$ cat config.mk
export PLATFORM = sky130hd
export DESIGN_NAME = ffid_ctrl
export DESIGN_NICKNAME = d
export VERILOG_FILES = /design/src/ffid_pkg.sv /design/src/ffid_ctrl.sv
export SDC_FILE = /design/constraint.sdc
export NUM_CORES = 1
export LEC_CHECK = 0
export BUFFER_PORTS_ARGS = -buffer_cell sky130_fd_sc_hd__buf_2
export CORE_AREA = 2 2 39 41
export DETAILED_ROUTE_END_ITERATION = 8
export DIE_AREA = 0 0 41 43
export PLACE_DENSITY = 0.66
export SLEW_MARGIN = 20
export SYNTH_ARGS = -nofsm -noshare
export SYNTH_HDL_FRONTEND = slang
export SYNTH_SLANG_ARGS = --single-unit
$ cat constraint.sdc
create_clock -name clk -period 1.3 [get_ports clk]
set_clock_uncertainty 0.2 [all_clocks]
set_input_delay 0.13 -clock clk [delete_from_list [all_inputs] [get_ports clk]]
set_output_delay 0.13 -clock clk [all_outputs]
set_load 0.02 [all_outputs]
$ cat src/ffid_pkg.sv
// Shared types and constants for the first-free identifier allocator.
package ffid_pkg;

  // Default identifier space and the two identifier limits
  localparam int          ID_SPACE_DEF = 65536;
  localparam logic [15:0] U8_MAX       = 16'd255;
  localparam logic [15:0] U16_MAX      = 16'd65535;

  // Request codes
  localparam logic REQ_ALLOC = 1'b0;
  localparam logic REQ_FREE  = 1'b1;

  // Input beat
  typedef struct packed {
    logic        req_type;
    logic [15:0] free_id;
  } ffid_in_t;

  // Result beat
  typedef struct packed {
    logic [15:0] granted_id;
    logic        exhausted;
  } ffid_out_t;

  // Controller to datapath commands
  typedef struct packed {
    logic ptr_clr;   // reset word pointer
    logic ptr_inc;   // advance word pointer
    logic clr_wr;    // write clear value at pointer
    logic req_ld;    // capture input beat
    logic rd_free;   // read the word of the freed id (else pointer word)
    logic wr_free;   // write back word with freed bit cleared
    logic wr_set;    // write back word with found bit set
    logic hit_ld;    // capture found bit index
    logic out_ld;    // load result register
    logic out_none;  // result is the exhausted answer
  } ffid_cmd_t;

  // Datapath to controller status
  typedef struct packed {
    logic clr_last;  // pointer at last map word during clear
    logic free_ok;   // captured free id is in 1..limit
    logic hit;       // current scanned word has a free id in range
    logic scan_last; // pointer at the word holding the limit
    logic out_busy;  // result register cannot take a new beat
  } ffid_sts_t;

endpackage

$ cat src/ffid_ctrl.sv
// Controller state machine: clear pass, free read-modify-write, allocate scan.
module ffid_ctrl (
  input  logic              clk,
  input  logic              rst_n,
  input  logic              in_valid,
  input  logic              in_req_free,
  output logic              in_ready,
  input  ffid_pkg::ffid_sts_t sts,
  output ffid_pkg::ffid_cmd_t cmd
);
  import ffid_pkg::*;

  typedef enum logic [2:0] {
    S_CLEAR,
    S_IDLE,
    S_FREE_RD,
    S_FREE_WR,
    S_SCAN_RD,
    S_SCAN_EV,
    S_SET_WR,
    S_DONE
  } state_t;

  state_t state_r, state_nxt;
  logic   none_r, none_nxt;

  // Next state and commands
  always_comb begin
    state_nxt = state_r;
    none_nxt  = none_r;
    cmd       = '0;
    in_ready  = 1'b0;
    case (state_r)
      S_CLEAR: begin
        cmd.clr_wr = 1'b1;
        if (sts.clr_last) begin
          cmd.ptr_clr = 1'b1;
          state_nxt   = S_IDLE;
        end else begin
          cmd.ptr_inc = 1'b1;
        end
      end
      S_IDLE: begin
        in_ready = 1'b1;
        if (in_valid) begin
          cmd.req_ld  = 1'b1;
          cmd.ptr_clr = 1'b1;
          none_nxt    = 1'b0;
          state_nxt   = in_req_free ? S_FREE_RD : S_SCAN_RD;
        end
      end
      S_FREE_RD: begin
        // ids of zero or above the limit are dropped here
        if (sts.free_ok) begin
          cmd.rd_free = 1'b1;
          state_nxt   = S_FREE_WR;
        end else begin
          state_nxt = S_IDLE;
        end
      end
      S_FREE_WR: begin
        cmd.wr_free = 1'b1;
        state_nxt   = S_IDLE;
      end
      S_SCAN_RD: begin
        state_nxt = S_SCAN_EV;
      end
      S_SCAN_EV: begin
        if (sts.hit) begin
          cmd.hit_ld = 1'b1;
          state_nxt  = S_SET_WR;
        end else if (sts.scan_last) begin
          none_nxt  = 1'b1;
          state_nxt = S_DONE;
        end else begin
          cmd.ptr_inc = 1'b1;
          state_nxt   = S_SCAN_RD;
        end
      end
      S_SET_WR: begin
        cmd.wr_set = 1'b1;
        state_nxt  = S_DONE;
      end
      S_DONE: begin
        if (!sts.out_busy) begin
          cmd.out_ld   = 1'b1;
          cmd.out_none = none_r;
          state_nxt    = S_IDLE;
        end
      end
      default: begin
        state_nxt = S_IDLE;
      end
    endcase
  end

  // State and registered flags
  always_ff @(posedge clk) begin
    if (!rst_n) begin
      state_r <= S_CLEAR;
      none_r  <= 1'b0;
    end else begin
      state_r <= state_nxt;
      none_r  <= none_nxt;
    end
  end

endmodule

==> impl_summary.log <==
INFO  metric status = finished, violations left
INFO  metric violations = setup timing
INFO  metric ys_ff_latch = 4
INFO  metric worst_path_largest_cell_delay = between 0.3 and 0.4 ns
INFO  metric clock_root_buffer_master = clkbuf_4
INFO  metric fmax = 0.634 GHz
INFO  metric grt_overflow_total = 0
INFO  metric critPathArrivalTime = 1.25 ns
INFO  metric wl_per_cell = around 13 um
INFO  metric synth_fa_ha_area_share = 0%
INFO  metric top_level_ports = 20
INFO  metric tightest_slew = between 0.15 and 0.2 ns
INFO  metric cp_required = ~0.97 ns
INFO  metric tritoncts_buffer_count = 3
INFO  metric drt.antenna.violating_nets = 0
INFO  metric cts.htree.levels = 1
INFO  metric maxSlewViolCount = 0
INFO  metric worst_setup_hold_path_clk_slew = 0.04 ns
INFO  metric worstSkewPairLatency = around 0.23 ns
INFO  metric fin_total_pwr = just over 0.6 mW
INFO  metric synth_top_family_by_area = simple AND/OR/NAND/NOR gates
INFO  metric syn-cell-area = 358 sq um
INFO  metric p_clk_share = roughly a quarter
INFO  metric synth.cells.most_frequent = dfxtp_1, nor2_1
INFO  metric postSynth.topFlopCell = dfxtp_1
INFO  metric layout_worst_path_cycle_share = 121%
INFO  metric yosys-mux-area-fraction = 2.80%
INFO  metric buffer_ports.inserted = 19
INFO  metric synth_sequential_area_ratio = between 20 and 25%
INFO  metric report.final.hold_viol_count = 0
INFO  metric design.die.area = roughly 0.0018 sq mm
INFO  metric grt_first_pass_wirelength = between 1500 and 2000 um
INFO  metric max-clock-path-buffers = 2
INFO  metric hp-class = in2reg
INFO  metric netlist.area_leader.share = about 22%
INFO  metric initial_antenna_violation_count = 0
INFO  metric yosys.cell_types.count = 28
INFO  metric tritoncts = yes
INFO  metric detail_route.vias_per_cell = 4.88
INFO  metric floorplan.initialDensity = between 20% and 30%
INFO  metric detail_route.wirelength = 1380 um
INFO  metric gp_congestion = between 0.8 and 0.9
INFO  metric power_per_cell_area = just over 700 mW/mm^2
INFO  metric drt_drc_violations_left = 0
INFO  metric grt.total_usage = between 10% and 20%
INFO  metric synth_cells = 48
INFO  metric synth-async-reset-ratio = 0%
INFO  metric p_leak = a little under 0.4 nW
INFO  metric via_count_of_the_first_global_routing_pass = approximately 440
INFO  metric syn2layout_area_growth = 138%
INFO  metric synth_top_cells_by_area = dfxtp_1, buf_6, nand2b_1
INFO  metric switchingPower = roughly 0.20 mW
INFO  metric synth_fp_nets = 57
INFO  metric route.vias.total = 517
INFO  metric timing.reg2reg.setup_slack = -0.22 ns
INFO  metric antenna-diode-count = 0
INFO  metric min_period = around 1.6 ns
INFO  metric p_seq_share = a little under a quarter
INFO  metric drive_gt1_share = between 70% and 80%
INFO  metric cp_max_fanout = 5
INFO  metric timing.critical_path.cells = or2_4 -> o32a_1 -> nor2_4 -> buf_6
INFO  metric synth_enable_flop_cells = 0
INFO  metric netlist.top_cell.by_area = dfxtp_1
INFO  metric critical-path-slowest-cell = dfxtp_4
INFO  metric pin_count_of_the_biggest_net_entering_global_routing = 14
INFO  metric unrepaired_setup_endpoints_after_global_routing = yes
INFO  metric synth_simple_gate_area_share = about two fifths
INFO  metric area_fraction_in_compound_gates_after_synthesis = between 20% and 30%
INFO  metric power.combinational.fraction = between 50% and 60%
INFO  metric fp.dieW = approximately 40 um
INFO  metric max-vdd-ir-drop = around 0.75 mV
INFO  metric drt_pass1_iterations = 4
INFO  metric preCtsSetupSlack = -0.120 ns
INFO  metric finish.net_count = 101
INFO  metric sw_frac_of_total = between 30% and 40%
INFO  metric worstSetupStartpointType = flip-flop
INFO  metric xor_and_xnor_area_share_after_synthesis = 0%
INFO  metric drv_cap = 0
INFO  metric placementRows = 14
INFO  metric p_int = slightly above 0.4 mW
INFO  metric chipHeight = approximately 43 um
INFO  metric final_critical_path_setup_slack = -0.277 ns
INFO  metric initialDrtViolationCount = 12
INFO  metric setup_violations = 13
INFO  metric setup.worst_path.class = reg2out
INFO  metric critical_path.endpoint_type = output port
INFO  metric dp.final_hpwl = 808 um
INFO  metric synth-warning-count = 0
INFO  metric clkSinkCount = 4
INFO  metric syn_avg_cell_area = around 7.5 sq um
INFO  metric floorplan_core_area = 0.00138 sq mm
INFO  metric max_slew_margin = between 80 and 90%
[power groups by stage]
stage	Clock (mW)	Combinational, mW	Sequential, mW
finish	0.153	0.312	0.144
global route	0.172	0.331	0.144
CTS	0.161	0.252	0.143
detailed placement	0	0.205	0.143
global placement	0	0.205	0.143
floorplan	0	0.133	0.138
[worst paths after layout]
check              start          to  depth (start not counted)
min          in_req_free  state_r[2]                          4
max reg2reg   state_r[0]  state_r[0]                          6
max           state_r[0]      cmd[8]                          4
min reg2reg   state_r[1]  state_r[2]                          2
[worst max-delay path: cells and delay by family (launching register included)]
family / cells / cell delay (ns)
DFF: 1 / 0.36
and+or+nand+nor: 2 / 0.35
AOI/OAI and AO/OA: 1 / 0.19
buffers and inverters: 1 / 0.12
[layer usage]
| metal | vias to the layer above | track usage, % | share of wire (%) |
|---|---|---|---|
| met5 | - | 0 | 0 |
| met3 | 0 | 6.81 | 5.3 |
| li1 | 257 | - | - |
| met4 | 0 | 2.00 | 0 |
| met1 | 240 | 15.4 | 36 |
| met2 | 20 | 26.3 | 58 |
[final cells by class]
class	instances	area, sq um
Tap cell	16	20.0
Multi-Input combinational cell	38	338
Timing Repair Buffer	42	370
Inverter	3	11.3
Fill cell	118	533
Sequential cell	4	88.8
Clock buffer	3	22.5
[timing repair]
item,CTS,global route
pin swaps,7,9
hold buffers,1,0
setup buffers,2,10
gates resized for setup,25,19
hold endpoints to repair,4,0
gates cloned,0,0
setup endpoints to repair,13,15
[placed cells by master, fill, tap and decap left out, drive strengths merged]
master and instances:
nor2 4, mux2i 1, o32a 1, nand2b 3
nor3 3, inv 3, o21a 1, a21o 1
dfxtp 4, nand2 4, nand3b 1, clkbuf 3
dlygate4sd3 1, nor4 1, nor3b 3, or2 1
a21boi 1, o21bai 1, o31a 1, o21ai 5
nand3 1, buf 41, a21oi 2, a31oi 1
and3 1, and2 1
[state kept, by name, summed over array words and instances, names as in the netlist]
register  cells
none_r        1
state_r       3
[metrics by stage]
| step | setup TNS [ns] | instance area, sq um | std cells | utilization [%] | hold slack, ns |
|---|---|---|---|---|---|
| CTS | -1.75 | 703 | 96 | 50.8 | 0.0238 |
| detailed placement | -0.313 | 582 | 90 | 42.0 | 0.181 |
| global placement | -0.241 | 582 | 90 | 42.0 | 0.181 |
| finish | -2.15 | 851 | 106 | 61.5 | 0.0540 |
| floorplan | -0.177 | 409 | 48 | - | 0.0475 |
| global route | -2.83 | 851 | 106 | 61.5 | 0.0859 |
[kinds of logic (layout without fill, tap and decap cells)]
| kind of cell | Yosys count | in the layout |
|---|---|---|
| AND/OR/NAND/NOR | 23 | 23 |
| AO/OA/AOI/OAI | 14 | 14 |
| buffers and inverters | 6 | 48 |
| flip-flops | 4 | 4 |
| multiplexers | 1 | 1 |
No activity file was read; power rests on OpenSTA's default activity.
